`config.mk`:
```
export PLATFORM = sky130hd
export DESIGN_NAME = four_nearest_neighbor_height
export DESIGN_NICKNAME = d
export VERILOG_FILES = /design/src/sv/fnnh_pkg.sv /design/src/sv/four_nearest_neighbor_height.sv /design/src/sv/fnnh_slot.sv /design/src/sv/fnnh_div_stage.sv
export SDC_FILE = /design/constraint.sdc
export NUM_CORES = 2
export LEC_CHECK = 0
export BUFFER_PORTS_ARGS = -buffer_cell sky130_fd_sc_hd__buf_2
export CAP_MARGIN = 5
export CORE_ASPECT_RATIO = 1.1
export CORE_MARGIN = 1
export CORE_UTILIZATION = 40
export DETAILED_ROUTE_END_ITERATION = 10
export PLACE_DENSITY = 0.64
export SYNTH_ARGS = -nofsm -noshare
export SYNTH_HDL_FRONTEND = slang
export SYNTH_SLANG_ARGS = --single-unit
```
`constraint.sdc`:
```
create_clock -name clk_i -period 10.79 [get_ports clk_i]
set_input_delay 0.5395 -clock clk_i [delete_from_list [all_inputs] [get_ports clk_i]]
set_output_delay 0.5395 -clock clk_i [all_outputs]
set_load 0.1 [all_outputs]
```
`src/sv/fnnh_pkg.sv`:
```
`timescale 1ns / 1ps
// Package for the four-nearest-neighbor height block.
// Holds shared constants, register codes and the slot control struct; no dependencies.
package fnnh_pkg;

  localparam int unsigned NEIGHBORS_DEF  = 4;
  localparam int unsigned COORD_BITS_DEF = 24;

  localparam int unsigned FILL_BITS    = 3;
  localparam logic [FILL_BITS-1:0] COUNT_MAX = 3'd7;

  localparam int unsigned DIGIT_BITS   = 4;
  localparam int unsigned CFG_IDX_BITS = 2;

  typedef enum logic [CFG_IDX_BITS-1:0] {
    REG_QUERY_X = 2'd0,
    REG_QUERY_Y = 2'd1
  } cfg_reg_e;

  typedef struct packed {
    logic load;
    logic clear;
  } fnnh_ctrl_t;

endpackage

```
`src/sv/four_nearest_neighbor_height.sv`:
```
`timescale 1ns / 1ps
// Throughput: one point per cycle unless stalled; the slot chain updates once per consumed
// point, and a final point enters the radix-16 divider pipeline, which takes a new result
// every cycle unless the output stalls.
// Reset: asynchronous active low; slots empty, running sum zero, query at zero, pipeline empty.
// Top level of the four-nearest-neighbor height block; uses fnnh_pkg, fnnh_slot, fnnh_div_stage.
module four_nearest_neighbor_height #(
  parameter  int unsigned NEIGHBORS  = fnnh_pkg::NEIGHBORS_DEF,
  parameter  int unsigned COORD_BITS = fnnh_pkg::COORD_BITS_DEF,
  localparam int unsigned IN_W       = ((3 * COORD_BITS + 7) / 8) * 8,
  localparam int unsigned OUT_W      = ((COORD_BITS + fnnh_pkg::FILL_BITS + 7) / 8) * 8
) (
  input  logic                              clk_i,
  input  logic                              rst_ni,
  input  logic                              cfg_valid_i,
  output logic                              cfg_ready_o,
  input  logic [fnnh_pkg::CFG_IDX_BITS-1:0] cfg_index_i,
  input  logic [COORD_BITS-1:0]             cfg_data_i,
  input  logic                              s_axis_tvalid,
  output logic                              s_axis_tready,
  input  logic [IN_W-1:0]                   s_axis_tdata,  // point_x, point_y, point_z
  input  logic                              s_axis_tlast,  // final_point
  output logic                              m_axis_tvalid,
  input  logic                              m_axis_tready,
  output logic [OUT_W-1:0]                  m_axis_tdata   // mean_height, filled_count
);
  import fnnh_pkg::*;

  localparam int unsigned DIST_BITS = 2 * COORD_BITS + 1;
  localparam int unsigned IDX_BITS  = (NEIGHBORS > 1) ? $clog2(NEIGHBORS) : 1;
  localparam int unsigned CNT_BITS  = $clog2(NEIGHBORS + 1);
  localparam int unsigned SUM_BITS  = COORD_BITS + $clog2(NEIGHBORS);
  localparam int unsigned NDIG      = (SUM_BITS + DIGIT_BITS - 1) / DIGIT_BITS;
  localparam int unsigned WORK_BITS = NDIG * DIGIT_BITS;
  localparam int unsigned REM_BITS  = (NEIGHBORS > 1) ? $clog2(NEIGHBORS) : 1;
  localparam logic [SUM_BITS-1:0] OFFSET = SUM_BITS'(NEIGHBORS) << (COORD_BITS - 1);

  // Query registers
  logic [COORD_BITS-1:0] qx_q, qy_q;

  assign cfg_ready_o = 1'b1;

  always_ff @(posedge clk_i or negedge rst_ni) begin
    if (!rst_ni) begin
      qx_q <= '0;
      qy_q <= '0;
    end else if (cfg_valid_i) begin
      case (cfg_reg_e'(cfg_index_i))
        REG_QUERY_X: qx_q <= cfg_data_i;
        REG_QUERY_Y: qy_q <= cfg_data_i;
        default: ;
      endcase
    end
  end

  // Stage 1: absolute coordinate differences
  logic [COORD_BITS-1:0] px, py, pz;
  logic signed [COORD_BITS:0] diff_x, diff_y;
  logic [COORD_BITS:0]   neg_x, neg_y;
  logic [COORD_BITS-1:0] dx_d, dy_d;
  logic                  v1_q, rdy1;
  logic [COORD_BITS-1:0] dx_q, dy_q, z1_q;
  logic                  last1_q;
  logic                  rdy2;

  assign px = s_axis_tdata[COORD_BITS-1:0];
  assign py = s_axis_tdata[2*COORD_BITS-1:COORD_BITS];
  assign pz = s_axis_tdata[3*COORD_BITS-1:2*COORD_BITS];

  assign diff_x = $signed({px[COORD_BITS-1], px}) - $signed({qx_q[COORD_BITS-1], qx_q});
  assign diff_y = $signed({py[COORD_BITS-1], py}) - $signed({qy_q[COORD_BITS-1], qy_q});
  assign neg_x  = -diff_x;
  assign neg_y  = -diff_y;
  assign dx_d   = diff_x[COORD_BITS] ? neg_x[COORD_BITS-1:0] : diff_x[COORD_BITS-1:0];
  assign dy_d   = diff_y[COORD_BITS] ? neg_y[COORD_BITS-1:0] : diff_y[COORD_BITS-1:0];

  assign rdy1          = !v1_q || rdy2;
  assign s_axis_tready = rdy1;

  always_ff @(posedge clk_i or negedge rst_ni) begin
    if (!rst_ni) begin
      v1_q <= 1'b0;
    end else if (rdy1) begin
      v1_q <= s_axis_tvalid;
    end
  end

  always_ff @(posedge clk_i) begin
    if (rdy1 && s_axis_tvalid) begin
      dx_q    <= dx_d;
      dy_q    <= dy_d;
      z1_q    <= pz;
      last1_q <= s_axis_tlast;
    end
  end

  // Stage 2: squared horizontal distance
  logic [2*COORD_BITS-1:0] sq_x, sq_y;
  logic [DIST_BITS-1:0]    dist_d;
  logic                    v2_q;
  logic [DIST_BITS-1:0]    dist2_q;
  logic [COORD_BITS-1:0]   z2_q;
  logic                    last2_q;
  logic                    consume;

  assign sq_x   = dx_q * dx_q;
  assign sq_y   = dy_q * dy_q;
  assign dist_d = {1'b0, sq_x} + {1'b0, sq_y};

  assign rdy2 = !v2_q || consume;

  always_ff @(posedge clk_i or negedge rst_ni) begin
    if (!rst_ni) begin
      v2_q <= 1'b0;
    end else if (rdy2) begin
      v2_q <= v1_q;
    end
  end

  always_ff @(posedge clk_i) begin
    if (rdy2 && v1_q) begin
      dist2_q <= dist_d;
      z2_q    <= z1_q;
      last2_q <= last1_q;
    end
  end

  // Slot chain
  logic                  c_stay   [NEIGHBORS];
  logic                  c_filled [NEIGHBORS];
  logic [DIST_BITS-1:0]  c_dist   [NEIGHBORS];
  logic [IDX_BITS-1:0]   c_idx    [NEIGHBORS];
  logic [COORD_BITS-1:0] c_height [NEIGHBORS];
  logic                  full;
  logic                  insert;
  logic [IDX_BITS-1:0]   new_idx;
  logic [CNT_BITS-1:0]   count_q, count_d, count_upd, count_res;
  logic [SUM_BITS-1:0]   sum_q, sum_d, sum_upd, sum_res, evict_h;
  logic                  cap_ready;
  fnnh_ctrl_t            slot_ctrl;

  assign full    = c_filled[NEIGHBORS-1];
  assign new_idx = full ? c_idx[NEIGHBORS-1] : count_q[IDX_BITS-1:0];
  assign insert  = !full || (dist2_q <= c_dist[NEIGHBORS-1]);
  assign consume = v2_q && (!last2_q || cap_ready);

  assign slot_ctrl.load  = consume && insert;
  assign slot_ctrl.clear = consume && last2_q;

  for (genvar gi = 0; gi < NEIGHBORS; gi++) begin : g_slot
    logic                  prev_stay;
    logic                  prev_filled;
    logic [DIST_BITS-1:0]  prev_dist;
    logic [IDX_BITS-1:0]   prev_idx;
    logic [COORD_BITS-1:0] prev_height;

    if (gi == 0) begin : g_head
      assign prev_stay   = 1'b1;
      assign prev_filled = 1'b1;
      assign prev_dist   = dist2_q;
      assign prev_idx    = new_idx;
      assign prev_height = z2_q;
    end else begin : g_body
      assign prev_stay   = c_stay[gi-1];
      assign prev_filled = c_filled[gi-1];
      assign prev_dist   = c_dist[gi-1];
      assign prev_idx    = c_idx[gi-1];
      assign prev_height = c_height[gi-1];
    end

    fnnh_slot #(
      .DIST_BITS (DIST_BITS),
      .IDX_BITS  (IDX_BITS),
      .COORD_BITS(COORD_BITS)
    ) u_slot (
      .clk_i        (clk_i),
      .rst_ni       (rst_ni),
      .ctrl_i       (slot_ctrl),
      .new_dist_i   (dist2_q),
      .new_idx_i    (new_idx),
      .new_height_i (z2_q),
      .prev_stay_i  (prev_stay),
      .prev_filled_i(prev_filled),
      .prev_dist_i  (prev_dist),
      .prev_idx_i   (prev_idx),
      .prev_height_i(prev_height),
      .stay_o       (c_stay[gi]),
      .filled_o     (c_filled[gi]),
      .dist_o       (c_dist[gi]),
      .idx_o        (c_idx[gi]),
      .height_o     (c_height[gi])
    );
  end

  // Running sum of kept heights and fill count
  assign evict_h   = full ? SUM_BITS'($signed(c_height[NEIGHBORS-1])) : '0;
  assign sum_upd   = sum_q + SUM_BITS'($signed(z2_q)) - evict_h;
  assign count_upd = full ? count_q : CNT_BITS'(count_q + 1'b1);
  assign sum_res   = insert ? sum_upd : sum_q;
  assign count_res = insert ? count_upd : count_q;

  always_comb begin
    sum_d   = sum_q;
    count_d = count_q;
    if (consume) begin
      if (last2_q) begin
        sum_d   = '0;
        count_d = '0;
      end else begin
        sum_d   = sum_res;
        count_d = count_res;
      end
    end
  end

  always_ff @(posedge clk_i or negedge rst_ni) begin
    if (!rst_ni) begin
      sum_q   <= '0;
      count_q <= '0;
    end else begin
      sum_q   <= sum_d;
      count_q <= count_d;
    end
  end

  // Result capture: offset sum so the floor division works on an unsigned value
  logic [CNT_BITS+2:0]  cnt_ext;
  logic [FILL_BITS-1:0] fill_sat;
  logic                 cap_v_q;
  logic [WORK_BITS-1:0] cap_work_q;
  logic [FILL_BITS-1:0] cap_fill_q;

  assign cnt_ext  = (CNT_BITS + 3)'(count_res);
  assign fill_sat = (cnt_ext > (CNT_BITS + 3)'(COUNT_MAX)) ? COUNT_MAX : cnt_ext[FILL_BITS-1:0];

  logic                 st_v    [NDIG+1];
  logic [WORK_BITS-1:0] st_work [NDIG+1];
  logic [REM_BITS-1:0]  st_rem  [NDIG+1];
  logic [FILL_BITS-1:0] st_fill [NDIG+1];
  logic                 st_rdy  [NDIG+2];

  assign cap_ready = !cap_v_q || st_rdy[1];

  always_ff @(posedge clk_i or negedge rst_ni) begin
    if (!rst_ni) begin
      cap_v_q <= 1'b0;
    end else if (cap_ready) begin
      cap_v_q <= consume && last2_q;
    end
  end

  always_ff @(posedge clk_i) begin
    if (consume && last2_q) begin
      cap_work_q <= WORK_BITS'(SUM_BITS'(sum_res + OFFSET));
      cap_fill_q <= fill_sat;
    end
  end

  assign st_v[0]         = cap_v_q;
  assign st_work[0]      = cap_work_q;
  assign st_rem[0]       = '0;
  assign st_fill[0]      = cap_fill_q;
  assign st_rdy[0]       = cap_ready;
  assign st_rdy[NDIG+1]  = m_axis_tready;

  for (genvar gd = 1; gd <= NDIG; gd++) begin : g_div
    fnnh_div_stage #(
      .NEIGHBORS(NEIGHBORS),
      .WORK_BITS(WORK_BITS),
      .REM_BITS (REM_BITS)
    ) u_div_stage (
      .clk_i  (clk_i),
      .rst_ni (rst_ni),
      .valid_i(st_v[gd-1]),
      .ready_o(st_rdy[gd]),
      .work_i (st_work[gd-1]),
      .rem_i  (st_rem[gd-1]),
      .fill_i (st_fill[gd-1]),
      .valid_o(st_v[gd]),
      .ready_i(st_rdy[gd+1]),
      .work_o (st_work[gd]),
      .rem_o  (st_rem[gd]),
      .fill_o (st_fill[gd])
    );
  end

  // Quotient carries the offset in its top bit
  logic [COORD_BITS-1:0] mean;

  assign mean = {~st_work[NDIG][COORD_BITS-1], st_work[NDIG][COORD_BITS-2:0]};

  assign m_axis_tvalid = st_v[NDIG];
  assign m_axis_tdata  = OUT_W'({st_fill[NDIG], mean});

endmodule

```
`src/sv/fnnh_slot.sv`:
```
`timescale 1ns / 1ps
// One neighbor slot of the sorted insertion chain.
// Depends on fnnh_pkg for the slot control struct.
module fnnh_slot #(
  parameter int unsigned DIST_BITS  = 49,
  parameter int unsigned IDX_BITS   = 2,
  parameter int unsigned COORD_BITS = 24
) (
  input  logic                       clk_i,
  input  logic                       rst_ni,
  input  fnnh_pkg::fnnh_ctrl_t       ctrl_i,
  input  logic [DIST_BITS-1:0]       new_dist_i,
  input  logic [IDX_BITS-1:0]        new_idx_i,
  input  logic [COORD_BITS-1:0]      new_height_i,
  input  logic                       prev_stay_i,
  input  logic                       prev_filled_i,
  input  logic [DIST_BITS-1:0]       prev_dist_i,
  input  logic [IDX_BITS-1:0]        prev_idx_i,
  input  logic [COORD_BITS-1:0]      prev_height_i,
  output logic                       stay_o,
  output logic                       filled_o,
  output logic [DIST_BITS-1:0]       dist_o,
  output logic [IDX_BITS-1:0]        idx_o,
  output logic [COORD_BITS-1:0]      height_o
);
  import fnnh_pkg::*;

  logic                  filled_q, filled_d;
  logic [DIST_BITS-1:0]  dist_q, dist_d;
  logic [IDX_BITS-1:0]   idx_q, idx_d;
  logic [COORD_BITS-1:0] height_q, height_d;
  logic                  take_new;
  logic                  move;

  // Sorted by distance ascending, ties by slot index descending; the tail is the eviction victim.
  assign stay_o   = filled_q && ((dist_q < new_dist_i) ||
                                 ((dist_q == new_dist_i) && (idx_q > new_idx_i)));
  assign take_new = prev_stay_i && !stay_o;
  assign move     = ctrl_i.load && !stay_o;

  always_comb begin
    filled_d = filled_q;
    dist_d   = dist_q;
    idx_d    = idx_q;
    height_d = height_q;
    if (move) begin
      if (take_new) begin
        filled_d = 1'b1;
        dist_d   = new_dist_i;
        idx_d    = new_idx_i;
        height_d = new_height_i;
      end else begin
        filled_d = prev_filled_i;
        dist_d   = prev_dist_i;
        idx_d    = prev_idx_i;
        height_d = prev_height_i;
      end
    end
    if (ctrl_i.clear) begin
      filled_d = 1'b0;
    end
  end

  always_ff @(posedge clk_i or negedge rst_ni) begin
    if (!rst_ni) begin
      filled_q <= 1'b0;
    end else begin
      filled_q <= filled_d;
    end
  end

  always_ff @(posedge clk_i) begin
    dist_q   <= dist_d;
    idx_q    <= idx_d;
    height_q <= height_d;
  end

  assign filled_o = filled_q;
  assign dist_o   = dist_q;
  assign idx_o    = idx_q;
  assign height_o = height_q;

endmodule

```
`src/sv/fnnh_div_stage.sv`:
```
`timescale 1ns / 1ps
// One digit stage of the divide-by-NEIGHBORS pipeline (radix 16, table lookup).
// Depends on fnnh_pkg for digit and count widths.
module fnnh_div_stage #(
  parameter int unsigned NEIGHBORS = 4,
  parameter int unsigned WORK_BITS = 28,
  parameter int unsigned REM_BITS  = 2
) (
  input  logic                           clk_i,
  input  logic                           rst_ni,
  input  logic                           valid_i,
  output logic                           ready_o,
  input  logic [WORK_BITS-1:0]           work_i,
  input  logic [REM_BITS-1:0]            rem_i,
  input  logic [fnnh_pkg::FILL_BITS-1:0] fill_i,
  output logic                           valid_o,
  input  logic                           ready_i,
  output logic [WORK_BITS-1:0]           work_o,
  output logic [REM_BITS-1:0]            rem_o,
  output logic [fnnh_pkg::FILL_BITS-1:0] fill_o
);
  import fnnh_pkg::*;

  localparam int unsigned TAB_BITS  = REM_BITS + DIGIT_BITS;
  localparam int unsigned TAB_DEPTH = 2 ** TAB_BITS;

  logic [DIGIT_BITS-1:0] tab_q [TAB_DEPTH];
  logic [REM_BITS-1:0]   tab_r [TAB_DEPTH];

  for (genvar gv = 0; gv < TAB_DEPTH; gv++) begin : g_tab
    localparam int unsigned QV = gv / NEIGHBORS;
    localparam int unsigned RV = gv % NEIGHBORS;
    assign tab_q[gv] = DIGIT_BITS'(QV);
    assign tab_r[gv] = REM_BITS'(RV);
  end

  logic                 valid_q;
  logic [WORK_BITS-1:0] work_q;
  logic [REM_BITS-1:0]  rem_q;
  logic [FILL_BITS-1:0] fill_q;
  logic [TAB_BITS-1:0]  tab_idx;

  // Remainder and next dividend digit index the table; quotient digit shifts in at the bottom.
  assign tab_idx = {rem_i, work_i[WORK_BITS-1 -: DIGIT_BITS]};
  assign ready_o = !valid_q || ready_i;

  always_ff @(posedge clk_i or negedge rst_ni) begin
    if (!rst_ni) begin
      valid_q <= 1'b0;
    end else if (ready_o) begin
      valid_q <= valid_i;
    end
  end

  always_ff @(posedge clk_i) begin
    if (ready_o && valid_i) begin
      work_q <= {work_i[WORK_BITS-DIGIT_BITS-1:0], tab_q[tab_idx]};
      rem_q  <= tab_r[tab_idx];
      fill_q <= fill_i;
    end
  end

  assign valid_o = valid_q;
  assign work_o  = work_q;
  assign rem_o   = rem_q;
  assign fill_o  = fill_q;

endmodule

```
Yosys cells after proc, flatten, opt, wreduce, memory -nomap -nowiden
Memory sizes are Yosys's and may differ from the RTL's. A register that Yosys moved wholly into a read port is not among the register bits.
Cells that the tools add are included.
{ "op_classes": {"n_addsub": 9, "multipliers": 2, "order_cmp": 17, "n_eq_ne": 5, "mux": 43, "bitwise_logic": 8, "reduce_logical": 66} }
{ "ops": {"columns": ["op", "n"], "rows": [
  ["== test 49 bit", 4],
  ["less-than comparator 49 bit", 4],
  ["two-way mux 49 bit", 3],
  ["two-way mux 24 bit", 5],
  ["multiplier 24 x 24 -> 48 bit", 2],
  ["two-way mux 26 bit", 3],
  ["two-way mux 4 bit", 14],
  ["subtractor 24 x 24 -> 25 bit", 2],
  ["adder 48 x 48 -> 49 bit", 1],
  [">= comparator 7 bit (second input constant)", 7],
  ["<= comparator 49 bit", 1],
  ["negation 24 bit", 2],
  ["NOT 6 -> 7 bit", 6],
  ["logical AND 1 bit", 27],
  ["adder 26 bit", 1],
  ["adder 26 bit (second input constant)", 1],
  ["subtractor 26 bit", 1],
  ["logical NOT 1 bit", 16],
  ["logical OR 1 bit", 16],
  ["two-way mux 1 bit", 11],
  ["two-way mux 3 bit", 3],
  ["greater-than comparator 2 bit", 4],
  ["two-way mux 2 bit", 4],
  ["nonzero test 2 bit", 4],
  ["other kinds (7)", 8]
]} }
{ "word_totals": {"ff_bits": 780, "mem_bits_ro": 2560, "input_bits": 104, "out_inout_bits": 35, "elab_cells": 216, "n_memories": 13} }
{ "memory_table": {"columns": ["memory", "words", "width", "read_ports", "rd_clocked_by_memory_dff", "wr", "line_no", "text"], "rows": [
  ["(no name shown)", 64, 4, 1, 1, 0, "fnnh_div_stage.sv:57", "work_q <= {work_i[WORK_BITS-DIGIT_BITS-1:0], tab_q[tab_idx]};"],
  ["(no name shown)", 64, 4, 1, 1, 0, "fnnh_div_stage.sv:57", null],
  ["(no name shown)", 64, 4, 1, 1, 0, "fnnh_div_stage.sv:57", null],
  ["(no name shown)", 64, 4, 1, 1, 0, "fnnh_div_stage.sv:57", null],
  ["(no name shown)", 64, 4, 1, 1, 0, "fnnh_div_stage.sv:57", null],
  ["(no name shown)", 64, 4, 1, 1, 0, "fnnh_div_stage.sv:57", null],
  ["7 more memories", null, null, null, null, null, null, null]
]} }

Logic depth before layout (Yosys ltp)
{ "logic_depth": {"ltp_word": 15, "ltp_mapped": 31} }

Cells and area by module
A second synthesis with hierarchy kept.
{ "hier_totals": {"cells_unflattened": 6673, "hier_area_um2": 75178.4} }
{ "modules_own_cells": {"columns": ["module", "n_inst", "cells_per_inst", "area_per_inst_um2", "seq_area_each_um2"], "rows": [
  ["four_nearest_neighbor_height", 1, 5002, 48546.6, 7287.0],
  ["fnnh_slot", 4, 353, 4829.6, 2277.2],
  ["fnnh_div_stage", 7, 37, 1044.8, 1016.0]
]} }

Worst setup path after synthesis
Ideal clock, no wire load.
{ "synth_path": {"kind": "register to register", "start": "register dx_q[3]", "end": "register dist2_q[48], data pin", "setup_time_ns": 0.260, "arrival_time_ns": 7.837, "t_required_ns": 10.530, "path_slack_ns": 2.693, "path_stages_with_launch": 28, "path_buffers": 2, "synth_period_minus_slack_ns": 8.097, "cell_sequence": "edfxtp_1 clkbuf_1 clkbuf_1 nand2_1 fa_1 inv_1 fa_1 inv_1 fa_1 fa_1 fa_1 inv_1 fa_1 inv_1 fa_1 inv_1 fa_1 fa_1 ha_1 nand2_1 o21a_1 o311ai_0 o211a_1 a31oi_1 o31ai_1 o211ai_1 a21oi_1 xnor2_1"} }
{ "synth_between": {"elab_chain_cells": 2} }
{ "synth_rtl": {"columns": ["element", "line_no", "text"], "rows": [
  ["start, declared", "four_nearest_neighbor_height.sv:62", "logic [COORD_BITS-1:0] dx_q, dy_q, z1_q;"],
  ["start signal, assigned", "four_nearest_neighbor_height.sv:90", "dx_q <= dx_d;"],
  ["multiplier 24 x 24 -> 48 bit", "four_nearest_neighbor_height.sv:106", "assign sq_x = dx_q * dx_q;"],
  ["adder 48 x 48 -> 49 bit", "four_nearest_neighbor_height.sv:108", "assign dist_d = {1'b0, sq_x} + {1'b0, sq_y};"],
  ["via dist_d[48]", "four_nearest_neighbor_height.sv:99", "logic [DIST_BITS-1:0] dist_d;"],
  ["end signal, assigned", "four_nearest_neighbor_height.sv:122", "dist2_q <= dist_d;"],
  ["end, declared", "four_nearest_neighbor_height.sv:101", "logic [DIST_BITS-1:0] dist2_q;"]
]} }
The timed path passes the listed nets, and every way through them passes these cells.
A chain may end at the register's enable or synchronous reset.

Worst setup path after layout
{ "layout_path": {"start": "register dx_q[18]", "end": "register dist2_q[48], data pin"} }
Same word-level chain as after synthesis.

==> flow_metrics.env <==
export IMPL_status="finished clean"
export IMPL_rr_endpoint="dist2_q[48]"
export IMPL_yosysWarningCount=0
export IMPL_fmax_ghz=0.0989
export IMPL_htreeDepth=3
export IMPL_antenna_found_initial=7
export IMPL_worstSetupStartpointType="flop"
export IMPL_cts_inserted_buffers=83
export IMPL_cp_endpoint="dist2_q[48]"
export IMPL_drcViolationCount=0
export IMPL_wl_mm=160
export IMPL_clk_latency_ns=0.71
export IMPL_synth_edf_count=663
export IMPL_ff_latch_area_mm2=0.0222
export IMPL_ys_dominant_reg_cell="edfxtp_1"
export IMPL_dr_pass1_iters=6
export IMPL_synth_top_cell_area_share=0.286
export IMPL_grt_pass1_wl_mm=259
export IMPL_hold_path_class="in -> reg"
export IMPL_hold_violations=0
export IMPL_multiInputGateArea_mm2=0.0412
export IMPL_setup_violations=0
export IMPL_postSynthAreaPerCell_um2=11.2
export IMPL_finalSetupTns_ns=0
export IMPL_dp_hpwl_mm=130
export IMPL_rrSetupSlack_ns=0.68
export IMPL_slew_headroom=0.143
export IMPL_rows=160
export IMPL_clock_sinks=754
export IMPL_syn_area_mm2=0.0697
export IMPL_drive_above_1_share=0.0980
export IMPL_gr_total_overflow=0
export IMPL_initial_utilization=0.403
export IMPL_fin_skew_ns=0.0519
export IMPL_synth_top_area_cell="edfxtp_1"
export IMPL_yosysMostFrequentCell="inv_1"
export IMPL_gp_congestion=0.923
export IMPL_crit_fanout=18
export IMPL_ys_seq_elements=754
export IMPL_via_per_inst=5.01
export IMPL_ys_types=78
export IMPL_cp_slowest_cell="edfxtp_1"
export IMPL_yosys_top_cells_area="edfxtp_1 (29%), fa_1 (28%), ha_1 (11%)"
export IMPL_seq_area_frac_synth=0.318
export IMPL_wl_per_cell_um=18.5
export IMPL_hold_start="s_axis_tdata[52]"
export IMPL_io_buffers=132
export IMPL_track_usage=0.188
export IMPL_post_cts_buffers=0
export IMPL_ant_nets=0
export IMPL_core_mm2=0.173
export IMPL_finalCritPeriodShare=0.937
export IMPL_final_nets=7998
export IMPL_worst_path_largest_cell_delay_ns=0.97
export IMPL_crit_required_ns=11.21
export IMPL_cap_violations=0
export IMPL_vias=43400
export IMPL_cpMostUsedCell="fa_1"
export IMPL_io_pin_count=139
export IMPL_arrival_ns=10.54
export IMPL_clk_path_buf_depth=3
export IMPL_tightest_slew_ns=1.29
export IMPL_crit_type="reg -> reg"
export IMPL_netlist_instances=6200
export IMPL_die_w_um=400
export IMPL_cts_tree="yes"
export IMPL_grt_max_degree=62
export IMPL_fillers=16000
export IMPL_async_flop_share=0.121
export IMPL_clockRootBuffer="clkbuf_16"
export IMPL_r2r_cells=28
export IMPL_fp_dieH_um=440
export IMPL_ys_top_cells_by_count="inv_1 (1491), fa_1 (963), edfxtp_1 (663)"
export IMPL_hold_slack_ns=0.0668
export IMPL_worstSetupEndpointType="flop"
export IMPL_syn_to_final_growth_pct=9.04
export IMPL_slew_violations=0
export IMPL_cts_resized=0
export IMPL_cp_startpoint="dx_q[18]"
export IMPL_die_area_mm2=0.176
export IMPL_cts_clk_slew_worst_paths_ns=0.06
export IMPL_reg2reg_from="dx_q[18]"
export IMPL_drt_iter0_drc=2347
export IMPL_rsz0062_at_grt="no"
export IMPL_grt_pass1_vias=47900
export IMPL_period_minus_slack_ns=10.11
[placed cells by master, fill, tap and decap left out, types with 88 or more instances in the layout]
cell / n
nand2_1: 467
a21oi_1: 171
mux2_2: 265
nor2_1: 126
fa_1: 963
xnor2_1: 118
buf_2: 131
edfxtp_1: 663
inv_1: 1491
and2_1: 234
dfrtp_1: 91
ha_1: 614
o21ai_0: 131
clkbuf_16: 88
a21o_1: 131
[metrics by stage]
step,cell area (um2),cells,util,setup WS (ns)
after floorplan,69700,6204,-,2.69
after global placement,72900,8476,0.422,0.618
after detailed placement,72900,8476,0.422,0.682
after CTS,76000,8653,0.439,0.640
after global routing,76000,8655,0.440,0.280
final,76000,8657,0.440,0.678
[how the worst min path moves through the flow]
stage / to / slack, ns / cells past startpoint
detailed placement: g_div[1].u_div_stage.fill_o[0] / 0.40 / 0
CTS: z1_q[4] / 0.005 / 1
floorplan: cap_v_q / 0.24 / 0
finish: z1_q[4] / 0.07 / 1
global route: z1_q[4] / 0.05 / 1
global placement: g_slot[0].prev_height[1] / 0.40 / 0
[cell families (layout without fill, tap and decap cells)]
kind of cell / Yosys count / after routing / share of synthesized area
other: 2 / 9 / 0.000108
muxes: 278 / 278 / 0.0447
buffers and inverters: 1682 / 1864 / 0.0923
and+or+nand+nor: 1084 / 1084 / 0.0758
AOI/OAI and AO/OA: 653 / 653 / 0.0609
adders and majority gates: 1577 / 1577 / 0.387
DFF: 754 / 754 / 0.318
xor gates and xnor gates: 170 / 170 / 0.0214
[per-layer routing]
layer | track usage | vias to the layer above | wire length (um)
li1 | - | 20000 | -
met2 | 0.334 | 1102 | 81800
met3 | 0.0276 | 274 | 8440
met4 | 0.0672 | 6 | 5620
met5 | 0 | - | 30
met1 | 0.230 | 21900 | 64400
[timing repair]
action	CTS	global route
endpoints found under the hold margin	70	0
setup endpoints to repair	0	0
hold buffers	23	0
[sequential cells by signal (all words and copies together) (netlist names), 24 cells and up]
register	cells
qy_q	24
z1_q	24
g_slot.u_slot.height_o	96
dy_q	24
dx_q	24
qx_q	24
dist2_q	49
sum_q	26
cap_work_q	24
g_slot.prev_height	24
g_slot.u_slot.dist_o	196
g_div.u_div_stage.work_o	156
[critical path, delay by kind of cell (launching register included)]
kind            cells  cell delay, ns
compound gates      8            1.99
xor+xnor            1            0.08
fa+ha+maj          10            4.85
buf+inv             7            1.27
flops               1            0.97
simple gates        2            0.70
[cell type report]
cell class,instances,share of cell area
inverter,1492,0.0737
timing repair buffer,218,0.0181
clock inverter,51,0.00691
sequential,754,0.292
clock buffer,103,0.0302
antenna,3,0.0000987
tap,2268,0.0373
multi-input combinational,3768,0.542
Power is not shown: default switching activity piles up to over one toggle a cycle in this logic, so the estimate is an artifact.
